===== src/tcw_pkg.sv =====
package tcw_pkg;

  // Screen geometry.
  localparam int ROWS   = 25;
  localparam int COLS   = 80;
  localparam int CELLS  = ROWS * COLS;
  localparam int ROW_W  = $clog2(ROWS);
  localparam int COL_W  = $clog2(COLS);
  localparam int CELL_W = $clog2(CELLS);

  // Cell index width on the ports, and the width of an index plus a row base.
  localparam int IDX_W = 11;
  localparam int SUM_W = ((IDX_W > CELL_W) ? IDX_W : CELL_W) + 1;

  localparam logic [7:0] BLANK_CHAR   = 8'h20;
  localparam logic [7:0] NEWLINE_CHAR = 8'h0A;
  localparam logic [7:0] RESET_ATTR   = 8'h0F;

  typedef logic [CELL_W-1:0] cell_addr_t;
  typedef logic [ROW_W-1:0]  row_t;
  typedef logic [COL_W-1:0]  col_t;
  typedef logic [IDX_W-1:0]  idx_t;
  typedef logic [SUM_W-1:0]  sum_t;

  typedef enum logic [1:0] {
    KIND_PUT       = 2'd0,
    KIND_BACKSPACE = 2'd1,
    KIND_CLEAR     = 2'd2,
    KIND_READ      = 2'd3
  } kind_t;

  typedef enum logic [2:0] {
    ST_INIT,
    ST_IDLE,
    ST_EXEC,
    ST_SWEEP,
    ST_RESP
  } state_t;

  // Commands from the controller to the datapath.
  typedef struct packed {
    logic load;
    logic exec;
    logic sweep;
    logic respond;
  } tcw_cmd_t;

  // Status from the datapath to the controller.
  typedef struct packed {
    logic need_sweep;
    logic sweep_last;
  } tcw_stat_t;

endpackage


===== src/tcw_ctrl.sv =====
module tcw_ctrl (
  input  logic              clk,
  input  logic              rst_n,
  input  logic              start,
  input  tcw_pkg::tcw_stat_t stat,
  output tcw_pkg::tcw_cmd_t  cmd,
  output logic              busy
);

  tcw_pkg::state_t state_r;
  tcw_pkg::state_t state_nxt;

  // State register; reset starts with the blanking sweep of the store.
  always_ff @(posedge clk) begin
    if (!rst_n) begin
      state_r <= tcw_pkg::ST_INIT;
    end else begin
      state_r <= state_nxt;
    end
  end

  // Next state.
  always_comb begin
    state_nxt = state_r;
    case (state_r)
      tcw_pkg::ST_INIT: begin
        if (stat.sweep_last) begin
          state_nxt = tcw_pkg::ST_IDLE;
        end
      end
      tcw_pkg::ST_IDLE: begin
        if (start) begin
          state_nxt = tcw_pkg::ST_EXEC;
        end
      end
      tcw_pkg::ST_EXEC: begin
        state_nxt = stat.need_sweep ? tcw_pkg::ST_SWEEP : tcw_pkg::ST_RESP;
      end
      tcw_pkg::ST_SWEEP: begin
        if (stat.sweep_last) begin
          state_nxt = tcw_pkg::ST_RESP;
        end
      end
      tcw_pkg::ST_RESP: begin
        state_nxt = tcw_pkg::ST_IDLE;
      end
      default: begin
        state_nxt = tcw_pkg::ST_IDLE;
      end
    endcase
  end

  // Commands and busy.
  always_comb begin
    cmd  = '0;
    busy = 1'b1;
    case (state_r)
      tcw_pkg::ST_INIT: begin
        cmd.sweep = 1'b1;
      end
      tcw_pkg::ST_IDLE: begin
        busy     = 1'b0;
        cmd.load = start;
      end
      tcw_pkg::ST_EXEC: begin
        cmd.exec = 1'b1;
      end
      tcw_pkg::ST_SWEEP: begin
        cmd.sweep = 1'b1;
      end
      tcw_pkg::ST_RESP: begin
        cmd.respond = 1'b1;
      end
      default: begin
        busy = 1'b1;
      end
    endcase
  end

endmodule


===== config.mk =====
export PLATFORM = sky130hd
export DESIGN_NAME = tcw_ctrl
export DESIGN_NICKNAME = d
export VERILOG_FILES = /design/src/tcw_pkg.sv /design/src/tcw_ctrl.sv
export SDC_FILE = /design/constraint.sdc
export NUM_CORES = 1
export LEC_CHECK = 0
export ABC_AREA = 1
export BUFFER_PORTS_ARGS = -buffer_cell sky130_fd_sc_hd__clkbuf_2
export CAP_MARGIN = 15
export CELL_PAD_IN_SITES_DETAIL_PLACEMENT = 1
export CELL_PAD_IN_SITES_GLOBAL_PLACEMENT = 1
export CORE_AREA = 2 2 39 41
export DETAILED_ROUTE_END_ITERATION = 8
export DIE_AREA = 0 0 41 43
export PLACE_DENSITY_LB_ADDON = 0.1
export SLEW_MARGIN = 0
export SYNTH_ARGS = -nofsm -noshare
export SYNTH_HDL_FRONTEND = slang
export SYNTH_SLANG_ARGS = --single-unit

===== constraint.sdc =====
create_clock -name clk -period 1.43 [get_ports clk]
set_input_delay 0.0715 -clock clk [delete_from_list [all_inputs] [get_ports clk]]
set_output_delay 0.0715 -clock clk [all_outputs]
set_load 0.05 [all_outputs]

==> impl_results.md <==
- Setup crit end kind: output pin
- DRT antenna net count: 0
- Util after Layout: 0.248
- Fin cells: 66
- DRT Pass-1 Iters: 4
- WHS: just under 0.1 ns
- Area Overhead vs Synth: 35.0%
- Worst-margin pin slew: around 0.28 ns
- WP data required: approximately 1.4 ns
- Initial drt markers: 5
- Num ports: 10
- Uppermost layer routed: met3
- WL met1: ~260 um
- Remaining DRCs: 0
- Crit start category: flip-flop
- Commonest cells post-synth: nand2_1, inv_1, inv_2
- FF-to-FF Start: state_r[1]
- NumNets Final: between 50 and 60
- Final Skew: approximately 0.0057 ns
- Pwr per Cell Area: 1280 mW/mm^2
- RSZ-0062 raised after global routing: no
- CTS tree: built
- Leak: approximately 0.18 nW
- Number of global-route vias before repair: between 200 and 300
- WL/cell: 10.5 um
- Cell type of the slowest stage on the worst timing path: dfxtp_1
- Peak VDD IR: 0.449 mV
- Seq cells post-synth: 3
- Hold WC Path Type: input pin to flip-flop
- Initial antenna violation count: 0
- Slew Limit Fails: 0
- Core Region: ~0.0014 mm^2
- Worst skew pair latency: about 0.24 ns
- Metal2 WL: a little over 400 um
- Syn avg cell area: between 6 and 7 um^2
- Register area share after synthesis: 0.236
- Hold_sp: rst_n
- Largest net degree at the start of global routing: 9
- Crit-path cells: inv_2 -> nand3_2 -> nor2_2 -> clkbuf_2
- Max_cap viols: 0
- Vias after detailed routing: between 200 and 300
- Placed cell areas: roughly 320 um^2
- Clock Power Share: 0.357
- Tcrit/Tclk final: 0.901
- Crit path DAT: between 1 and 1.5 ns
- HPWL after detailed placement: about 570 um
- Combinational power share: 0.393
- Clock Root Buffer: clkbuf_4
- Crit path max fanout: 6
- Max reg flops: 3
- GP Congestion: 0.738
- Reg with most FFs: state_r
- Global-route wire length before repair: approximately 1000 um
- Count leader, synth: nand2_1
- Sw frac: 0.442
- Largest registers in the final layout: state_r: 3 flops
- Worst Setup SP: state_r[2]
- Mapped cell area: approximately 250 um^2
- Largest cells by area after synthesis: dfxtp_1, nand3_2, nand2_1
- Initial Utilization: 0.184
- Tot GR Track Use: 0.0971
- NetSw: about 190 uW
- Status: complete, no violations
- Die height: 43 um
- Area leader, netlist: dfxtp_1
- Antenna cell count: 0
- Distinct cells, synth: 18
- Grt total ovfl: 0
- Post-Syn Instances: 38
- Fin area: approximately 340 um^2
- Clock sink count: 3
- Max stage delay on crit path: approximately 0.36 ns
- Number of synthesized flops with an enable pin: 0
- Ys async rst share: 0
- F_max: approximately 780 MHz
- Syn Nets: 43
- Total die area: 0.00176 mm^2
- Share of cells above drive strength 1: 0.560
- H-tree depth: 1
- Row count: 14
- Pint: about 250 uW
- Synth top area share: 0.236
- Met3 wire length: 27 um
- Setup-failing EPs final: 0
- Vias per inst: about 4.3
- Slew headroom: 0.814
- I/O Buffers: 9
- Yosys warning count: 0
- CTS Buf Count: 3
- Setup TNS: 0 ns
- Final-report hold violation count: 0
- Placed Cells: 62
- Chip width: approximately 41 um
- Worst-path clk slew: around 0.04 ns
- Kind of critical path: flip-flop to output pin
- DRT Wirelength: 694 um
- Dominant synthesized flop cell: dfxtp_1
- Seq pwr share: 0.250
- Period minus WS final: 1.29 ns
- Clock Path Buffers: 2
[final timing paths]
kind	end	cells after the start	slack, ns
worst max-delay path	cmd[3]	4	0.14
worst min-delay path	state_r[1]	3	0.1
worst max register to register	state_r[0]	7	0.37
worst min register to register	state_r[1]	2	0.55
[kinds of logic (layout without fill, tap and decap cells)]
kind of cell,after synthesis,after routing,share of synthesized area
simple gates,20,20,0.448
compound gates,5,5,0.128
buf+inv,10,22,0.187
flops,3,3,0.236
[critical path: cells and delay by family, from the launching register on]
family | cells | cell delay (ns)
buf+inv | 2 | 0.41
flops | 1 | 0.36
simple gates | 2 | 0.21
[power by group through the flow]
stage / Combinational [mW] / Sequential (mW) / Clock [mW]
floorplan: 0.155 / 0.0980 / 0
global placement: 0.171 / 0.110 / 0
detailed placement: 0.173 / 0.110 / 0
CTS: 0.175 / 0.110 / 0.162
global route: 0.184 / 0.111 / 0.175
finish: 0.173 / 0.110 / 0.157
[final cells by class]
class | instances | area [um^2]
clock buffer | 4 | 26.3
fill | 186 | 1040
inverter | 9 | 36.3
multi-input combinational | 25 | 154
sequential | 3 | 61.3
tap | 16 | 20.0
timing repair buffer | 9 | 45.0
[per-layer routing]
metal | global-route usage | up-vias
met3 | 0.0366 | 0
met4 | 0.120 | 0
met5 | 0 | -
li1 | - | 146
met2 | 0.144 | 6
met1 | 0.0828 | 135
[cell usage in the layout, fill, tap and decap left out]
master | Yosys | final
a21oi_1 | 1 | 1
nand2_1 | 6 | 6
nor2_2 | 1 | 2
inv_1 | 4 | 4
inv_2 | 4 | 4
clkbuf_4 | 0 | 3
nand3_1 | 2 | 2
o21ai_2 | 1 | 1
clkbuf_2 | 0 | 9
nor2_1 | 3 | 2
dfxtp_2 | 0 | 1
nand2_2 | 1 | 1
inv_4 | 1 | 1
nand4_1 | 2 | 2
o21ai_0 | 2 | 2
nor3_2 | 1 | 2
dfxtp_1 | 3 | 2
clkbuf_1 | 0 | 1
nand3_2 | 3 | 3
a21oi_2 | 1 | 1
[metrics by stage]
step	worst slack [ns]	power, mW
2_1_floorplan	0.0691	0.253
3_3_place_gp	0.288	0.281
3_5_place_dp	0.263	0.283
4_1_cts	0.133	0.446
5_1_grt	0.0508	0.470
6_report	0.141	0.439
[what timing repair did]
action	in CTS	in global routing
hold buffers	0	0
setup endpoints to repair	1	0
gates resized for setup	1	0
hold endpoints to repair	0	0
setup buffers	0	0
(Power assumes the default switching activity.)
